File: src/hw/rtl/dtp_pkg.sv
// shared types and constants of the decimal timestamp text parser
`default_nettype none
package dtp_pkg;

  localparam int CHAR_W     = 8;
  localparam int SECONDS_W  = 64;
  localparam int NANOS_W    = 30;
  localparam int OUT_DATA_W = 96;
  localparam int PAD_W      = OUT_DATA_W - SECONDS_W - NANOS_W;

  localparam logic [CHAR_W-1:0] COLON_CODE = 8'h3A;
  localparam logic [CHAR_W-1:0] DIGIT_ZERO = 8'h30;
  localparam logic [CHAR_W-1:0] DIGIT_NINE = 8'h39;
  localparam logic [33:0]       NANOS_LIMIT = 34'd1000000000;

  typedef struct packed {
    logic [CHAR_W-1:0] char_code;
    logic              is_last;
  } item_t;

  typedef struct packed {
    logic                 ok;
    logic [SECONDS_W-1:0] seconds_value;
    logic [NANOS_W-1:0]   nanos_value;
  } result_t;

endpackage
`default_nettype wire

File: src/hw/rtl/dtp_in_reg.sv
// input register stage that holds one character item
`default_nettype none
module dtp_in_reg (
  input  wire logic          clk,
  input  wire logic          rst,
  input  wire logic          in_valid,
  output logic               in_ready,
  input  wire dtp_pkg::item_t in_item,
  output logic               hold_valid,
  input  wire logic          hold_take,
  output dtp_pkg::item_t     hold_item
);
  import dtp_pkg::*;

  assign in_ready = !hold_valid || hold_take;

  always_ff @(posedge clk) begin
    if (rst) begin
      hold_valid <= 1'b0;
    end else if (in_ready) begin
      hold_valid <= in_valid;
    end
  end

  always_ff @(posedge clk) begin
    if (in_valid && in_ready) begin
      hold_item <= in_item;
    end
  end

endmodule
`default_nettype wire

File: src/hw/rtl/dtp_core.sv
// parse state, digit accumulation and result register
`default_nettype none
module dtp_core (
  input  wire logic           clk,
  input  wire logic           rst,
  input  wire logic           item_valid,
  input  wire dtp_pkg::item_t item,
  output logic                item_take,
  output logic                res_valid,
  input  wire logic           res_ready,
  output dtp_pkg::result_t    res
);
  import dtp_pkg::*;

  logic                 in_fraction, in_fraction_next;
  logic [SECONDS_W-1:0] sec_acc, sec_acc_next;
  logic                 sec_ovf, sec_ovf_next;
  logic [NANOS_W-1:0]   nano_acc, nano_acc_next;
  logic                 nano_big, nano_big_next;
  logic                 has_digit, has_digit_next;
  logic                 invalid, invalid_next;

  logic                 is_digit;
  logic [3:0]           digit;
  logic [SECONDS_W+3:0] sec_prod;
  logic [33:0]          nano_prod;
  logic                 res_free;
  logic                 ok;

  assign res_free  = !res_valid || res_ready;
  assign item_take = item_valid && (res_free || !item.is_last);

  assign is_digit = item.char_code inside {[DIGIT_ZERO:DIGIT_NINE]};
  assign digit    = item.char_code[3:0];

  // value times ten plus digit, widened to catch overflow
  assign sec_prod  = ({4'b0, sec_acc} << 3) + ({4'b0, sec_acc} << 1)
                   + {{SECONDS_W{1'b0}}, digit};
  assign nano_prod = ({4'b0, nano_acc} << 3) + ({4'b0, nano_acc} << 1)
                   + {30'b0, digit};

  always_comb begin
    in_fraction_next = in_fraction;
    sec_acc_next     = sec_acc;
    sec_ovf_next     = sec_ovf;
    nano_acc_next    = nano_acc;
    nano_big_next    = nano_big;
    has_digit_next   = has_digit;
    invalid_next     = invalid;
    if (is_digit) begin
      has_digit_next = 1'b1;
      if (!in_fraction) begin
        if (!sec_ovf) begin
          if (|sec_prod[SECONDS_W+3:SECONDS_W]) begin
            sec_ovf_next = 1'b1;
          end else begin
            sec_acc_next = sec_prod[SECONDS_W-1:0];
          end
        end
      end else if (!nano_big) begin
        if (nano_prod >= NANOS_LIMIT) begin
          nano_big_next = 1'b1;
        end else begin
          nano_acc_next = nano_prod[NANOS_W-1:0];
        end
      end
    end else if (item.char_code == COLON_CODE) begin
      if (in_fraction || !has_digit) begin
        invalid_next = 1'b1;
      end else begin
        in_fraction_next = 1'b1;
        has_digit_next   = 1'b0;
      end
    end else begin
      invalid_next = 1'b1;
    end
  end

  assign ok = !invalid_next && in_fraction_next && has_digit_next
            && !sec_ovf_next && !nano_big_next;

  always_ff @(posedge clk) begin
    if (rst) begin
      in_fraction <= 1'b0;
      sec_acc     <= '0;
      sec_ovf     <= 1'b0;
      nano_acc    <= '0;
      nano_big    <= 1'b0;
      has_digit   <= 1'b0;
      invalid     <= 1'b0;
    end else if (item_take) begin
      if (item.is_last) begin
        in_fraction <= 1'b0;
        sec_acc     <= '0;
        sec_ovf     <= 1'b0;
        nano_acc    <= '0;
        nano_big    <= 1'b0;
        has_digit   <= 1'b0;
        invalid     <= 1'b0;
      end else begin
        in_fraction <= in_fraction_next;
        sec_acc     <= sec_acc_next;
        sec_ovf     <= sec_ovf_next;
        nano_acc    <= nano_acc_next;
        nano_big    <= nano_big_next;
        has_digit   <= has_digit_next;
        invalid     <= invalid_next;
      end
    end
  end

  always_ff @(posedge clk) begin
    if (rst) begin
      res_valid <= 1'b0;
    end else if (res_free) begin
      res_valid <= item_take && item.is_last;
    end
  end

  always_ff @(posedge clk) begin
    if (item_take && item.is_last) begin
      res.ok            <= ok;
      res.seconds_value <= ok ? sec_acc_next : '0;
      res.nanos_value   <= ok ? nano_acc_next : '0;
    end
  end

endmodule
`default_nettype wire

File: src/hw/rtl/decimal_timestamp_text_parser.sv
// top level of the decimal timestamp text parser
//
// input stream: one ascii character per item in s_axis_tdata, s_axis_tlast
// on the final character of a "seconds:nanoseconds" text
// output stream: one item per text, sent with the final character;
// m_axis_tuser is the ok flag, m_axis_tdata holds seconds in bits 63:0
// and nanoseconds in bits 93:64, both zero when ok is low
// throughput: one character per cycle while no final character waits for
// the result register, set by the single times-ten accumulate between the
// input register and the state registers; a result is registered at the
// edge that takes its final character, when the result register is free
// reset clears the parse state and both stages; no item is pending after
// when the receiver stalls the result register holds its item, characters
// that are not final keep flowing, and a final character waits in the
// input register until the result register is free
`default_nettype none
module decimal_timestamp_text_parser (
  input  wire logic                           clk,
  input  wire logic                           rst,
  input  wire logic                           s_axis_tvalid,
  output logic                                s_axis_tready,
  input  wire logic [dtp_pkg::CHAR_W-1:0]     s_axis_tdata,  // char_code
  input  wire logic                           s_axis_tlast,
  output logic                                m_axis_tvalid,
  input  wire logic                           m_axis_tready,
  output logic [dtp_pkg::OUT_DATA_W-1:0]      m_axis_tdata,  // seconds_value, nanos_value
  output logic                                m_axis_tuser   // ok
);
  import dtp_pkg::*;

  item_t   in_item;
  item_t   hold_item;
  logic    hold_valid;
  logic    hold_take;
  result_t res;

  assign in_item.char_code = s_axis_tdata;
  assign in_item.is_last   = s_axis_tlast;

  dtp_in_reg u_in_reg (
    .clk        (clk),
    .rst        (rst),
    .in_valid   (s_axis_tvalid),
    .in_ready   (s_axis_tready),
    .in_item    (in_item),
    .hold_valid (hold_valid),
    .hold_take  (hold_take),
    .hold_item  (hold_item)
  );

  dtp_core u_core (
    .clk        (clk),
    .rst        (rst),
    .item_valid (hold_valid),
    .item       (hold_item),
    .item_take  (hold_take),
    .res_valid  (m_axis_tvalid),
    .res_ready  (m_axis_tready),
    .res        (res)
  );

  assign m_axis_tuser = res.ok;
  assign m_axis_tdata = {{PAD_W{1'b0}}, res.nanos_value, res.seconds_value};

endmodule
`default_nettype wire

File: config.mk
export PLATFORM = sky130hd
export DESIGN_NAME = decimal_timestamp_text_parser
export DESIGN_NICKNAME = d
export VERILOG_FILES = /design/src/hw/rtl/dtp_pkg.sv /design/src/hw/rtl/dtp_in_reg.sv /design/src/hw/rtl/dtp_core.sv /design/src/hw/rtl/decimal_timestamp_text_parser.sv
export SDC_FILE = /design/constraint.sdc
export NUM_CORES = 1
export LEC_CHECK = 0
export ABC_CLOCK_PERIOD_IN_PS = 9970
export BUFFER_PORTS_ARGS = -buffer_cell sky130_fd_sc_hd__clkbuf_2
export CAP_MARGIN = 15
export CORE_ASPECT_RATIO = 1.25
export CORE_MARGIN = 2
export CORE_UTILIZATION = 53
export DETAILED_ROUTE_END_ITERATION = 6
export GPL_ROUTABILITY_DRIVEN = 1
export GPL_TIMING_DRIVEN = 0
export PLACE_DENSITY = 0.72
export SLEW_MARGIN = 30
export SYNTH_ARGS = -nofsm -noshare
export SYNTH_HDL_FRONTEND = slang
export SYNTH_SLANG_ARGS = --single-unit
File: constraint.sdc
create_clock -name clk -period 9.97 [get_ports clk]
set_input_delay 0.997 -clock clk [delete_from_list [all_inputs] [get_ports clk]]
set_output_delay 0.997 -clock clk [all_outputs]
set_load 0.01 [all_outputs]
-- After elaboration in Yosys (flattened, before gate mapping)
Cells that the tools add are included.
- register bits: 205
- output and inout port bits: 99
- word-level logic and storage cells: 74
- magnitude comparators: 3
- add/sub/neg operators: 4
- eq/ne operators: 1
- mux-type cells: 32
- reductions and logical operators: 20
- operators with widths (operator ; number):
    $mux W64 ; 5
    $mux W30 ; 5
    $add A67 B65 Y68 ; 1
    $add A68 B4 Y68 ; 1
    $add A33 B31 Y34 ; 1
    $add A34 B4 Y34 ; 1
    $ge A34 B30 Y1 const B ; 1
    $mux W1 ; 22
    $eq A8 B6 Y1 const B ; 1
    $ge A8 B6 Y1 const B ; 1
    $le A8 B6 Y1 const B ; 1
    $logic_and A1 B1 Y1 ; 8
    $logic_not A1 Y1 ; 7
    $logic_or A1 B1 Y1 ; 4
    $reduce_or A4 Y1 ; 1

-- Depth between registers and ports, before layout
- word-level depth: 10
- mapped depth: 18
- gate-level depth less buffers: 15

-- Cells and area by module
Synthesis repeated with hierarchy kept, for this count alone.
- cell total of the unflattened synthesis: 1592
- area total of the unflattened synthesis: 15093.2 um2
- modules (own cells, without submodules) (module ; instances ; area each (um2) ; cells each ; seq. area each (um2)):
    dtp_core ; 1 ; 14749.1 ; 1575 ; 4854.7
    dtp_in_reg ; 1 ; 325.3 ; 14 ; 290.3
    decimal_timestamp_text_parser ; 1 ; 18.8 ; 3 ; 0.0

-- Worst setup path before layout
OpenSTA, ideal clock, no wires.
- path kind: in2reg
- start point: input m_axis_tready
- end point: register u_core.nano_acc[11]
- cell stages on the path: 8
- library setup time: 0.114 ns
- slack: 5.015 ns
- buffers on the path: 1
- arrival: 4.841 ns
- cell sequence: nor2b_1 nand2_1 and3_1 nor2_1 nand2_1 clkbuf_1 nor3_1 a21o_1
- longest elaborated chain between the ends: 3
- RTL lines (what ; line ; RTL):
    start: declaration ; decimal_timestamp_text_parser.sv:25 ; input wire logic m_axis_tready,
    $logic_or A1 B1 Y1 ; dtp_core.sv:30 ; assign res_free = !res_valid || res_ready;
    $logic_or A1 B1 Y1 ; dtp_core.sv:31 ; assign item_take = item_valid && (res_free || !item.is_last);
    $logic_and A1 B1 Y1 ; dtp_core.sv:31 ;
    end signal: assignment ; dtp_core.sv:104 ; nano_acc <= nano_acc_next;
    end: declaration ; dtp_core.sv:18 ; logic [NANOS_W-1:0] nano_acc, nano_acc_next;
No other way between the ends.
A chain may end at the register's enable or synchronous reset.

-- Worst setup path in the final report
- start point: register u_in_reg.hold_item[4] (netlist name)
- end point: register u_core.res[86] (netlist name)
- longest elaborated chain between the ends: 9
- elaborated cells between the ends (all ways): 33
- those cells by class: add/sub (2); order compare (3); eq/ne (1); mux (18); reduce/logical (9)
- RTL lines (what):
    parallel branches: the longest is 9 deep, another holds $add A34 B4 Y34
Several ways; the timed one is not identified.

==> impl_metrics.tcl <==
set metrics [dict create \
    io_buffers 109 \
    fin_area_mm2 0.01650 \
    area_growth_pct 12.39 \
    grt_max_degree 39 \
    clock_sinks 205 \
    final_common_cell "ha_1" \
    crit_fanout 10 \
    setup_slack_ns 4.213 \
    grt_pass1_vias 12510 \
    overflow 0 \
    syn_area_mm2 0.01468 \
    worstPathArrival_ns 6.10 \
    cts-root-buf "clkbuf_16" \
    dieArea_mm2 0.02905 \
    crit_family "compound AO/OA/AOI/OAI gates" \
    crit_path_start_kind "flip-flop" \
    num_vias 12410 \
    nNetsFinal 1910 \
    synth_edf_count 104 \
    worst_pin_slew_ns 0.7941 \
    ys_seq_area_frac 0.3505 \
    fin_setup_tns_ns 0 \
    rsz0062_at_grt "no" \
    cts_tree "done" \
    leakage_nw 7.463 \
    die_x_um 152.8 \
    async_flop_share 0 \
    wirelength_mm 37.88 \
    hpwl_mm 29.61 \
    yosys_warnings 0 \
    pre_cts_ws_ns 4.311 \
    io_pins 112 \
    layout_min_cycle_time_ns 5.757 \
    setup_viol 0 \
    drive_gt1_frac 0.1184 \
    whs_ns 0.4745 \
    numCtsBuffers 22 \
    ctsHtreeMaxLevel 1 \
    postCtsHoldBufs 0 \
    grt_pass1_wl_mm 61.82 \
    peakVddDrop_v 0.0001227 \
    synth_cell_types 77 \
    final_cell_mix "ha_1, nor2_1, a21oi_1" \
    final.setup_skew_ns 0.02081 \
    clock_path_buffers 3 \
    synth_seq_cells 205 \
    worst_path_max_delay_cell "o211ai_1" \
    antenna_found_initial 0 \
    avgSynthCellArea_um2 9.343 \
    worstPathRequired_ns 10.32 \
    gp_congestion 0.9071 \
    core-area_mm2 0.02740 \
    ant_nets 0 \
    endpoint_kind "flip-flop" \
    path_cells "inv_1 -> fa_1 -> inv_1 -> fa_1 -> a21o_1 -> a221oi_1 -> o31ai_1 -> o211ai_1 -> o2111a_1 -> o41ai_1 -> a211oi_1 -> and3_1 -> and2_1 -> buf_2 -> nand2_2 -> buf_2 -> buf_2 -> nor2_1" \
    synthCells 1571 \
    ys.flop_type "edfxtp_1" \
    place_area_mm2 0.01572 \
    diodes 0 \
    max_freq_mhz 173.7 \
    row_count 68 \
    cp_common_cell "buf_2" \
    drc_errors 0 \
    worstHoldPathType "reg -> reg" \
    clk_latency_ns 0.54 \
    final.period_utilization 0.5774 \
    post-cts-setup-buffers 0 \
    status "finished, final reports clean" \
    clk_pin_slew_ns 0.06 \
    post_cts_resized 0 \
    power_mw 1.825 \
    crit_buf_inv 5 \
    via_per_inst 5.987 \
    first_pass_iters 5 \
    relSlewSlack 0.4686 \
    drtIter0Drc 622 \
    cap_viol_max_count 0 \
    critPathMaxStageDelay_ns 0.56 \
    die_h_um 190.1 \
    power_density_mw_per_mm2 110.6 \
    crit_type "reg -> reg" \
    grt_usage 0.2581 \
    initial_core_util 0.5358 \
    avgRoutedWirePerCell_um 18.27 \
    slew_violations 0 \
    finalHoldViolations 0 \
]
-- through the flow --
step / utilization / instances
after global routing: 0.6022 / 2073
after floorplan: - / 1572
after global placement: 0.5718 / 2031
after detailed placement: 0.5737 / 2033
after CTS: 0.6022 / 2073
final: 0.6022 / 2073
-- worst reg2reg max path, cell delays in order, from the launching register on --
cell      delay [ns]
edfxtp_1        0.44
inv_1           0.16
fa_1            0.55
inv_1           0.07
fa_1            0.46
a21o_1          0.21
a221oi_1        0.37
o31ai_1         0.27
o211ai_1        0.56
o2111a_1        0.28
o41ai_1         0.08
a211oi_1        0.48
and3_1          0.28
and2_1          0.12
buf_2           0.25
nand2_2         0.26
buf_2           0.32
buf_2           0.22
nor2_1          0.21
-- state kept, by name, indices dropped and copies added (netlist names) --
name                 cells
u_core.res              95
u_core.sec_acc          64
u_core.nano_acc         30
u_in_reg.hold_item       9
u_core.has_digit         1
u_core.in_fraction       1
u_core.invalid           1
u_core.nano_big          1
u_core.res_valid         1
u_core.sec_ovf           1
u_in_reg.hold_valid      1
-- power by group --
group | internal (mW) | switching [mW] | total [mW]
sequential | 0.888 | 0.00368 | 0.892
clock | 0.541 | 0.345 | 0.886
combinational | 0.0138 | 0.0329 | 0.0467
total | 1.44 | 0.382 | 1.83
-- logic make-up after synthesis --
logic type | synth area share
and+or+nand+nor | 0.1472
AOI/OAI and AO/OA | 0.2129
DFF | 0.3505
adders and majority gates | 0.1640
buffers and inverters | 0.03214
xor gates and xnor gates | 0.04586
muxes | 0.04714
other | 0.0002555
-- layout make-up --
class                           count  area, um2
Timing Repair Buffer              111      585.6
Tap cell                          350      437.9
Buffer                             73      347.8
Inverter                           33      123.9
Sequential cell                   205       5145
Clock inverter                      9      156.4
Fill cell                        2439      10900
Multi-Input combinational cell   1261       9076
Clock buffer                       31      624.3
-- routing by layer --
layer,part of all wire,global-route usage
met3,0.038,0.02437
met2,0.52,0.4809
met4,0.043,0.1165
met5,0,0
met1,0.40,0.2993
-- synthesized netlist by cell type, drive strengths merged (3+ instances only) --
cell     instances  area share
a2111oi          4      0.0041
a211o            4      0.0024
a211oi           9      0.0046
a21boi           8      0.0043
a21o            48       0.025
a21oi          131       0.046
a221o            4      0.0027
a221oi           3      0.0018
a22o            75       0.045
a31o             3      0.0018
a31oi           14      0.0060
and2            11      0.0047
and3            27       0.012
buf             34       0.014
clkbuf          39       0.010
dfxtp          101        0.14
edfxtp         104        0.21
fa               4      0.0055
ha             186        0.16
inv             33      0.0084
mux2i           68       0.046
nand2          111       0.029
nand2b          15      0.0064
nand3           29      0.0099
nand4           30       0.013
nor2           168       0.043
nor2b           11      0.0047
nor3            50       0.017
o2111ai          3      0.0018
o211ai          14      0.0075
o21a            10      0.0051
o21ai           73       0.025
o21ba            3      0.0020
o21bai          21       0.011
o221ai           5      0.0030
o31ai            4      0.0024
o41ai            3      0.0018
or2              3      0.0013
or3              5      0.0021
or4              3      0.0015
xnor2           45       0.027
xor2            31       0.018
-- final timing paths --
kind / slack (ns) / startpoint / endpoint / cells after the start
hold reg to reg: 0.47 / u_core.invalid$_SDFFE_PP0P_ / u_core.invalid$_SDFFE_PP0P_ / 1
setup / recovery: 4.21 / u_in_reg.hold_item[4]$_DFFE_PP_ / u_core.res[86]$_SDFFCE_PN0P_ / 18
setup reg to reg: 4.21 / u_in_reg.hold_item[4]$_DFFE_PP_ / u_core.res[86]$_SDFFCE_PN0P_ / 18
hold / removal: 0.47 / u_core.invalid$_SDFFE_PP0P_ / u_core.invalid$_SDFFE_PP0P_ / 1
Note: power is estimated with default switching activity, not from simulation.
